$ cat config.mk
export PLATFORM = sky130hd
export DESIGN_NAME = cof_div
export DESIGN_NICKNAME = d
export VERILOG_FILES = /design/src/sv/complementary_orientation_filter_core_macros.svh /design/src/sv/cof_pkg.sv /design/src/sv/cof_div.sv
export SDC_FILE = /design/constraint.sdc
export NUM_CORES = 1
export LEC_CHECK = 0
export CELL_PAD_IN_SITES_DETAIL_PLACEMENT = 1
export CELL_PAD_IN_SITES_GLOBAL_PLACEMENT = 1
export CORE_AREA = 3 3 131 158
export DETAILED_ROUTE_END_ITERATION = 8
export DIE_AREA = 0 0 134 161
export DONT_BUFFER_PORTS = 1
export HOLD_SLACK_MARGIN = 0.1
export MAX_ROUTING_LAYER = met4
export PLACE_DENSITY_LB_ADDON = 0.1
export SYNTH_ARGS = -nofsm -noshare
export SYNTH_HDL_FRONTEND = slang
export SYNTH_SLANG_ARGS = --single-unit
$ cat constraint.sdc
create_clock -name i_clk -period 3.6 [get_ports i_clk]
set_input_delay 0.72 -clock i_clk [delete_from_list [all_inputs] [get_ports i_clk]]
set_output_delay 0.72 -clock i_clk [all_outputs]
set_load 0.005 [all_outputs]
$ cat src/sv/complementary_orientation_filter_core_macros.svh
// Assertion macros for the complementary orientation filter core.
// Included by the top level; no other dependencies.
`ifndef COMPLEMENTARY_ORIENTATION_FILTER_CORE_MACROS_SVH
`define COMPLEMENTARY_ORIENTATION_FILTER_CORE_MACROS_SVH
`ifndef SYNTH
`define COF_ASSERT(lbl, prop, msg) \
    lbl: assert property (@(posedge i_clk) disable iff (!i_rst_n) prop) else $error(msg);
`define COF_ASSERT_NR(lbl, prop, msg) \
    lbl: assert property (@(posedge i_clk) prop) else $error(msg);
`else
`define COF_ASSERT(lbl, prop, msg)
`define COF_ASSERT_NR(lbl, prop, msg)
`endif
`endif

$ cat src/sv/cof_pkg.sv
// Shared constants, arctangent table and divider handshake types
// for the complementary orientation filter. No dependencies.
package cof_pkg;
    typedef logic [24:0] t_angle;

    localparam logic [24:0] FULL_CIRCLE = 25'd23592960;
    localparam logic [25:0] CIRCLE_W    = 26'd23592960;
    localparam logic [25:0] QUARTER     = 26'd5898240;
    localparam logic [25:0] THREE_Q     = 26'd17694720;
    localparam logic signed [26:0] DEG180 = 27'sd11796480;
    localparam logic signed [26:0] DEG360 = 27'sd23592960;
    localparam logic [6:0]  WEIGHT_MAX  = 7'd100;
    localparam logic [32:0] ACCEL_LIMIT = 33'h0fd70;
    localparam int          CORDIC_STEPS = 24;

    // The full circle is 45 times 2^19, so only the upper bits need a modulo by 45,
    // taken with a reciprocal of 2^28 / 45 rounded up.
    localparam logic [21:0] MOD_DIV   = 22'd45;
    localparam logic [22:0] MOD_RECIP = 23'd5965233;
    // The blend divides by 100 as a shift by two and a reciprocal of 2^36 / 25 rounded up.
    localparam logic [31:0] BLEND_RECIP = 32'd2748779070;

    localparam logic [21:0] ATAN_TAB [CORDIC_STEPS] = '{
        22'd2949120, 22'd1740967, 22'd919879, 22'd466945, 22'd234379, 22'd117265,
        22'd58666, 22'd29335, 22'd14668, 22'd7334, 22'd3667, 22'd1833,
        22'd917, 22'd458, 22'd229, 22'd115, 22'd57, 22'd29, 22'd14, 22'd7,
        22'd4, 22'd2, 22'd1, 22'd1
    };

    typedef struct packed {
        logic        start;
        logic [63:0] dividend;
        logic [30:0] divisor;
        logic [6:0]  nbits;
    } t_div_req;

    typedef struct packed {
        logic        done;
        logic [63:0] quot;
        logic [30:0] rem;
    } t_div_rsp;
endpackage

$ cat src/sv/cof_div.sv
// Restoring divider, one quotient bit per cycle, unsigned 64 by 31 bits.
// Depends on cof_pkg for the request and response structs.
module cof_div (
    input  logic               i_clk,
    input  logic               i_rst_n,
    input  cof_pkg::t_div_req  i_req,
    output cof_pkg::t_div_rsp  o_rsp
);
    import cof_pkg::*;

    logic        r_busy, r_done;
    logic [6:0]  r_cnt;
    logic [63:0] r_num, r_quot;
    logic [30:0] r_rem, r_div;
    logic [31:0] part, trial;

    assign part  = {r_rem, r_num[63]};
    assign trial = part - {1'b0, r_div};

    always_ff @(posedge i_clk) begin
        if (!i_rst_n) begin
            r_busy <= 1'b0;
            r_done <= 1'b0;
        end else begin
            r_done <= 1'b0;
            if (i_req.start) begin
                r_busy <= 1'b1;
            end else if (r_busy && r_cnt == 7'd1) begin
                r_busy <= 1'b0;
                r_done <= 1'b1;
            end
        end
        if (i_req.start) begin
            r_num  <= i_req.dividend;
            r_div  <= i_req.divisor;
            r_cnt  <= i_req.nbits;
            r_quot <= 64'd0;
            r_rem  <= 31'd0;
        end else if (r_busy) begin
            r_num <= {r_num[62:0], 1'b0};
            r_cnt <= r_cnt - 7'd1;
            if (!trial[31]) begin
                r_rem  <= trial[30:0];
                r_quot <= {r_quot[62:0], 1'b1};
            end else begin
                r_rem  <= part[30:0];
                r_quot <= {r_quot[62:0], 1'b0};
            end
        end
    end

    assign o_rsp.done = r_done;
    assign o_rsp.quot = r_quot;
    assign o_rsp.rem  = r_rem;
endmodule

Word-level counts from Yosys, hierarchy flattened
Cells that the tools add are included.
{"block": "op_classes", "addsub": 2, "eq_ne": 1, "n_mux": 9, "n_bitwise": 1, "n_reduce_logical": 4}
{"op": "64-bit 2-to-1 mux", "n": 2}
{"op": "32-bit by 31-bit subtractor with 32-bit output", "n": 1}
{"op": "31-bit 2-to-1 mux", "n": 1}
{"op": "7-bit 2-to-1 mux", "n": 2}
{"op": "7-bit by 1-bit == test with 1-bit output, second input constant", "n": 1}
{"op": "7-bit by 1-bit subtractor with 7-bit output, second input constant", "n": 1}
{"op": "1-bit 2-to-1 mux", "n": 4}
{"op": "2-bit nonzero test", "n": 2}
{"op": "2-bit OR reduction", "n": 1}
{"op": "1-bit logical AND", "n": 1}
{"op": "1-bit inverter", "n": 1}
{"block": "totals", "register_bits": 199, "input_bits": 105, "output_inout_bits": 96, "elab_cells": 24}

Logic depth before layout (Yosys ltp)
Gate-level depths: netlist (run 1).
{"block": "logic_depth", "depth_word": 4, "mapped_depth": 12, "ltp_nobuf": 12}

Least setup slack after synthesis (run 1)
Ideal clock, no wire load.
{"block": "synth_timing", "kind": "input to register", "start": "in i_req[102] (netlist bit)", "end": "reg r_rem[30]", "setup_ns": 0.126, "t_arrival_ns": 2.969, "required_time_ns": 3.474, "path_slack_ns": 0.505, "path_stages": 5, "path_buffers": 1, "cell_sequence": "clkbuf_1 > nor2_1 > inv_1 > o221a_2 > o211ai_1"}
{"item": "from (decl)", "line": "cof_div.sv:6", "source": "input cof_pkg::t_div_req i_req,"}
{"item": "to (signal assigned)", "line": "cof_div.sv:43", "source": "r_rem <= trial[30:0];"}
{"item": "to (signal assigned)", "line": "cof_div.sv:46", "source": "r_rem <= part[30:0];"}
{"item": "to (decl)", "line": "cof_div.sv:14", "source": "logic [30:0] r_rem, r_div;"}

Worst setup path after layout (run 1)
{"block": "layout_timing", "start": "reg r_rem[0]", "end": "reg r_rem[29]"}
{"block": "layout_between", "elab_chain_len": 2}
{"item": "32-bit by 31-bit subtractor with 32-bit output", "line": "cof_div.sv:18", "source": "assign trial = part - {1'b0, r_div};"}
{"item": "31-bit 2-to-1 mux", "line": "cof_div.sv:42", "source": "if (!trial[31]) begin"}
Every way passes these cells.
A chain may end at the register's enable or synchronous reset.

==> impl_metrics.json, run 1 <==
{
  "p_int_mw": 3.744,
  "clk-insertion-delay-late_ns": 0.43,
  "synth_adder_area_share_pct": 4.526,
  "startpoint_type": "flip-flop",
  "netSwitchingFraction_pct": 26.65,
  "fmax_mhz": 309.9,
  "finalPower_mw": 5.104,
  "synth_area_leader_cell": "edfxtp_1",
  "holdBufCountCts": 0,
  "crit_required_ns": 3.89,
  "initial_utilization_pct": 49.28,
  "fin_crit_ns": 3.226,
  "synthCells": 849,
  "clock_skew_ns": 0.01349,
  "netlist.area_leader.share_pct": 32.03,
  "syn2layout_area_growth_pct": 8.791,
  "synth_enable_flop_cells": 102,
  "cts_made_buffers": 17,
  "clkTransAtPathRegs_ns": 0.08,
  "post_cts_buffers": 0,
  "grt_pass1_vias": 6885,
  "viasPerCell": 5.763,
  "setup_viol": 0,
  "seq_area_frac_synth_pct": 52.33,
  "gp_congestion": 0.8340,
  "drv_slew": 0,
  "fin_crit_sh_pct": 89.62,
  "pwr-share-seq_pct": 51.1,
  "rr_worst_depth": 9,
  "combPwrFrac_pct": 11.3,
  "post_cts_resized": 0,
  "hold_viol": 0,
  "crit_fanout": 5,
  "cts_sinks": 199,
  "path_class": "flip-flop to flip-flop",
  "portBuffers": 0,
  "p_leak_nw": 4.175,
  "synth_top_family_by_area": "multiplexers",
  "ant_nets": 0,
  "netSwitchingPower_mw": 1.360,
  "grt_pass1_wl_mm": 36.75,
  "async_flop_share_pct": 0,
  "synth-seq-cells": 199,
  "tightest_slew_ns": 0.8274,
  "crit_arrival_ns": 3.51,
  "grt_max_degree": 195,
  "die_w_um": 134,
  "die_y_um": 161,
  "fp-row-count": 56,
  "syn-cell-area_um2": 9564,
  "via_count": 6414,
  "wl_mm": 23.12,
  "yosysUniqueCellTypes": 61,
  "dr.pass1.iters": 6,
  "rsz0062_at_grt": "no",
  "drt-initial-drc-count": 260,
  "antenna_found_initial": 5,
  "core_area_um2": 19410,
  "grt_overflow": 0,
  "min_path_cells": 0,
  "yosys.area_share.simple_pct": 9.328,
  "root_buffer": "clkbuf_16",
  "hold_path.class": "input pin to flip-flop",
  "dieArea_um2": 21570,
  "clkPwrFrac_pct": 37.6,
  "outcome": "complete, no violations",
  "wire_per_inst_um": 20.77,
  "vdd_drop_max_mv": 0.3859,
  "synth_compound_area_share_pct": 11.60,
  "synthMuxAreaShare_pct": 15.89,
  "synth_area_leaders": "edfxtp_1 32%, dfxtp_1 20%, mux2i_1 8.5%",
  "power-per-cell-area_nw_per_um2": 490.6,
  "endpoint_kind": "flip-flop",
  "remaining_drc_errors": 0,
  "cts_tree": "yes",
  "dp_hpwl_mm": 16.46,
  "syn_avg_cell_area_um2": 11.27,
  "synthFlopType": "edfxtp_1",
  "io_pins": 201,
  "finalNetCount": 973,
  "slew_headroom_pct": 44.84,
  "cts_max_path_buffers": 2,
  "setup_tns_ns": 0,
  "synth_xor_area_share_pct": 2.473,
  "cap_violations": 0,
  "syn-num-nets": 988,
  "yosysWarningCount": 0,
  "grtUsageTotal_pct": 22.06,
  "htreeDepth": 4,
  "drive_gt1_share_pct": 13.81
}
==> cell usage in the layout (no fill, tap or decap), types with 5 or more instances in the layout <==
cell       netlist  final
nand2_1         38     38
a211oi_1        15     15
o21a_1           9      9
xnor2_1         12     12
mux2i_1         81     81
a21oi_1         28     28
a211o_1          6      6
nor3_1          11     11
o21ai_0         21     21
dfxtp_1         97     96
diode_2          0      5
clkinv_8         0      5
or3_1            8      8
o21ai_1          6      6
and3_1           7      7
o211ai_1         6      6
o311ai_1         5      5
nand4_1          7      7
buf_4            2      8
a21o_1          14     14
o31ai_1          9      9
clkbuf_16        0     17
ha_1            33     33
mux2_2          63     63
inv_1           48     47
edfxtp_1       102    102
nor2_1          91     91
xor2_1          15     15
nand3_1         16     16
nor2b_1          5      5
==> layer usage <==
metal | GRT usage, % | vias up | share of wire [%]
met5 | - | - | 0
met4 | 9.214 | 0 | 3.2
met3 | 6.417 | 48 | 6.1
met2 | 38.30 | 166 | 52
met1 | 23.51 | 3136 | 39
li1 | - | 3064 | -
==> worst paths after layout <==
kind / startpoint / endpoint / slack [ns]
worst max-delay path: r_rem[0] / r_rem[29] / 0.37
worst max register to register: r_rem[0] / r_rem[29] / 0.37
worst min register to register: r_rem[18] / r_rem[18] / 0.52
worst min-delay path: i_req[30] / r_div[23] / 0.38
==> cells by family (layout without fill, tap and decap cells) <==
kind of cell,count (synthesis),in the layout
xor gates and xnor gates,27,27
and+or+nand+nor,198,198
DFF,199,199
muxes,144,144
buffers and inverters,91,89
AOI/OAI and AO/OA,156,156
other,0,5
adders and majority gates,34,34
==> state kept, by name, summed over array words and instances, names as in the netlist <==
register  flops
r_num        64
r_busy        1
r_quot       64
r_done        1
r_cnt         7
r_div        31
r_rem        31
==> layout make-up <==
| type | instances | area, um2 |
|---|---|---|
| flip-flops and latches | 199 | 5009 |
| clock inverters | 14 | 176.4 |
| fillers | 2071 | 9004 |
| diodes | 5 | 12.51 |
| clock buffers | 18 | 429.2 |
| inverters | 48 | 180.2 |
| multi-input cells | 559 | 4192 |
| well taps | 261 | 326.6 |
| repair buffers | 9 | 80.08 |
==> synthesized netlist by cell type (5+ instances only) <==
library cell  instances
nand4_1               7
edfxtp_1            102
xnor2_1              12
nor2_1               91
a211o_1               6
ha_1                 33
mux2_2               63
mux2i_1              81
o21ai_0              21
nand3_1              16
dfxtp_1              97
nor3_1               11
inv_1                48
o21ai_1               6
a211oi_1             15
nand2_1              38
o21a_1                9
and3_1                7
nor2b_1               5
o31ai_1               9
o211ai_1              6
a21oi_1              28
o311ai_1              5
or3_1                 8
xor2_1               15
a21o_1               14
clkbuf_1             34
==> worst max-delay path, stage by stage (launching register included) <==
cell	delay (ns)
dfxtp_1	0.49
ha_1	0.29
nor2b_1	0.17
o31a_1	0.29
o31ai_1	0.35
o21ai_0	0.27
nor3_1	0.56
o31ai_1	0.18
a311oi_1	0.39
o31ai_1	0.09
==> power groups by stage <==
stage          registers [mW]  logic (mW)  clock network [mW]
6_report                 2.61       0.575                1.92
5_1_grt                  2.63       0.640                2.05
4_1_cts                  2.61       0.579                1.97
3_5_place_dp             2.66       0.574                   0
3_3_place_gp             2.66       0.552                   0
2_1_floorplan            2.64       0.485                   0
==> through the flow <==
stage	utilization [%]	setup WS, ns	hold slack (ns)	cell area [um2]	instances
after floorplan	-	0.5052	0.4732	9564	849
after global placement	50.43	0.6045	0.5030	9787	1076
after detailed placement	50.43	0.4504	0.5154	9787	1076
after CTS	53.55	0.3885	0.3450	10390	1108
after global routing	53.61	0.1387	0.3500	10410	1113
final	53.61	0.3736	0.3765	10410	1113
Note: power is estimated with default switching activity, not from simulation.
==> run 2: changes to the inputs <==
- CORE_AREA: 3 3 131 158 -> 3 3 135 163
- DIE_AREA: 0 0 134 161 -> 0 0 138 166
==> impl_metrics.json, run 2 (synthesis gave the netlist of run 1 again) <==
{
  "clock_skew_ns": 0.01639,
  "wire_per_inst_um": 20.42,
  "outcome": "complete, no violations",
  "drv_slew": 0,
  "final_common_cell": "edfxtp_1",
  "grt_pass1_wl_mm": 36.93,
  "dp_hpwl_mm": 16.42,
  "cts_sinks": 199,
  "finalNonFillerCells": 1122,
  "die_y_um": 166,
  "slew_headroom_pct": 22.56,
  "stdcell_area_um2": 10470,
  "crit_arrival_ns": 3.51,
  "gp_congestion": 0.8410,
  "cap_violations": 0,
  "cpPeakStageDelay_ns": 0.49,
  "core_area_um2": 20400,
  "hold_viol": 0,
  "r2r_start": "r_rem[0]",
  "die_w_um": 138,
  "dr_wl_met3_mm": 1.419,
  "syn2layout_area_growth_pct": 9.419,
  "cts_tree": "yes",
  "via_count": 6378,
  "wl_mm": 22.92,
  "r2r-end": "r_rem[17]",
  "fin_crit_ns": 3.183,
  "antenna_found_initial": 2,
  "viasPerCell": 5.684,
  "crit_cells": 11,
  "cp_slowest_cell": "dfxtp_1",
  "crit_path_start": "r_rem[0]",
  "dr_wl_met2_mm": 12.27,
  "setup_tns_ns": 0,
  "dr.pass1.iters": 5,
  "hold_path.class": "input pin to flip-flop",
  "reg.largest.list": "r_num: 64 flops, r_quot: 64 flops",
  "portBuffers": 0,
  "grt_pass1_vias": 6943,
  "cts_made_buffers": 17,
  "startpoint_type": "flip-flop",
  "htreeDepth": 4,
  "clkTransAtPathRegs_ns": 0.08,
  "grt_max_degree": 195,
  "path_class": "flip-flop to flip-flop",
  "rr_worst_depth": 11,
  "cts_max_path_buffers": 2,
  "crit_required_ns": 3.93,
  "routed.top_layer": "met4",
  "fmax_mhz": 314.2,
  "min_path_cells": 1,
  "p_leak_nw": 4.210,
  "grt_overflow": 0,
  "crit_fanout": 13,
  "grtUsageTotal_pct": 20.30,
  "drt-initial-drc-count": 218,
  "fin_crit_sh_pct": 88.42,
  "tightest_slew_ns": 1.162,
  "remaining_drc_errors": 0,
  "m1WireLength_mm": 8.746,
  "rsz0062_at_grt": "no",
  "dieArea_um2": 22910,
  "worst-path-buf-inv": 2,
  "placed_area_um2": 9814,
  "io_pins": 201,
  "mostFrequentLayoutCells": "102 x edfxtp_1, 96 x dfxtp_1, 91 x nor2_1, 81 x mux2i_1, 63 x mux2_2",
  "vdd_drop_max_mv": 0.3366,
  "drive_gt1_share_pct": 14.52,
  "finalNetCount": 980,
  "ant_nets": 0,
  "setup_viol": 0,
  "post_cts_resized": 0,
  "initial_utilization_pct": 46.89,
  "endpoint": "r_rem[17]",
  "power-per-cell-area_nw_per_um2": 486.8,
  "rrSetupSlack_ns": 0.42,
  "endpoint_kind": "flip-flop",
  "path_cells": "ha_1, nor2b_1, o31a_1, o2111ai_1, a311oi_2, o21a_2, o311ai_4, buf_12, buf_4, mux2i_1, a211oi_1",
  "path_delay_family": "compound AO/OA/AOI/OAI gates",
  "clk-insertion-delay-late_ns": 0.44,
  "place_inst": 1083,
  "root_buffer": "clkbuf_16",
  "fp-row-count": 57,
  "n_fill_cell": 2217
}
[run 2: changes by cell type in the layout (fill, tap and decap cells not counted)]
cell / change
inv_12: -2
clkinv_4: -1
diode_2: -2
inv_8: +1
buf_12: +1
inv_6: +1
buf_4: +6
clkinv_8: +1
[run 2: timing repair]
action | 4_1_cts | 5_1_grt
setup endpoints to repair | 0 | 4
setup buffers | 0 | 4
hold buffers | 0 | 0
[run 2: worst min path at each step]
stage	from	endpoint	slack [ns]
floorplan	r_rem[8]	r_rem[8]	0.47
global placement	r_quot[63]	r_quot[63]	0.52
detailed placement	r_quot[63]	r_quot[63]	0.53
CTS	i_req[102]	r_rem[12]	0.34
global route	i_req[102]	r_rem[13]	0.34
finish	i_req[102]	r_rem[13]	0.35
[run 2: layer usage]
| metal | up-vias | track usage (%) |
|---|---|---|
| met4 | 0 | 6.231 |
| met1 | 3129 | 20.81 |
| met2 | 144 | 36.66 |
| li1 | 3073 | - |
| met5 | - | - |
| met3 | 32 | 6.740 |
[run 2: per-stage QoR]
| stage | setup slack (ns) | util (%) | power [mW] | hold WS (ns) |
|---|---|---|---|---|
| finish | 0.4170 | 51.31 | 5.095 | 0.3545 |
| CTS | 0.1544 | 51.06 | 5.163 | 0.3436 |
| detailed placement | 0.1842 | 48.12 | 3.243 | 0.5259 |
| global placement | 0.3265 | 48.12 | 3.214 | 0.5194 |
| floorplan | 0.5052 | - | 3.120 | 0.4732 |
| global route | 0.2658 | 51.29 | 5.326 | 0.3378 |
[run 2: cell type report]
| type | instances | area (um2) | area share [%] |
|---|---|---|---|
| multi-input cells | 559 | 4192 | 40.05 |
| well taps | 265 | 331.6 | 3.168 |
| repair buffers | 16 | 145.1 | 1.387 |
| flip-flops and latches | 199 | 5009 | 47.86 |
| clock buffers | 18 | 429.2 | 4.101 |
| clock inverters | 14 | 171.4 | 1.638 |
| inverters | 48 | 180.2 | 1.722 |
| diodes | 3 | 7.507 | 0.07174 |
[run 2: report_power, final]
part           leakage (nW)  internal (mW)  switching, mW
Clock                 0.286          0.939          0.966
Combinational          2.12          0.261          0.317
Sequential             1.80           2.54         0.0698
Total                  4.21           3.74           1.35
[run 2: worst reg2reg max path: cells and delay by family, from the launching register on]
family | cells | cell delay, ns
AO/OA/AOI/OAI | 6 | 1.70
adder cells (fa/ha/maj) | 1 | 0.28
buffers and inverters | 2 | 0.39
flip-flops | 1 | 0.49
multiplexers | 1 | 0.09
AND/OR/NAND/NOR | 1 | 0.15
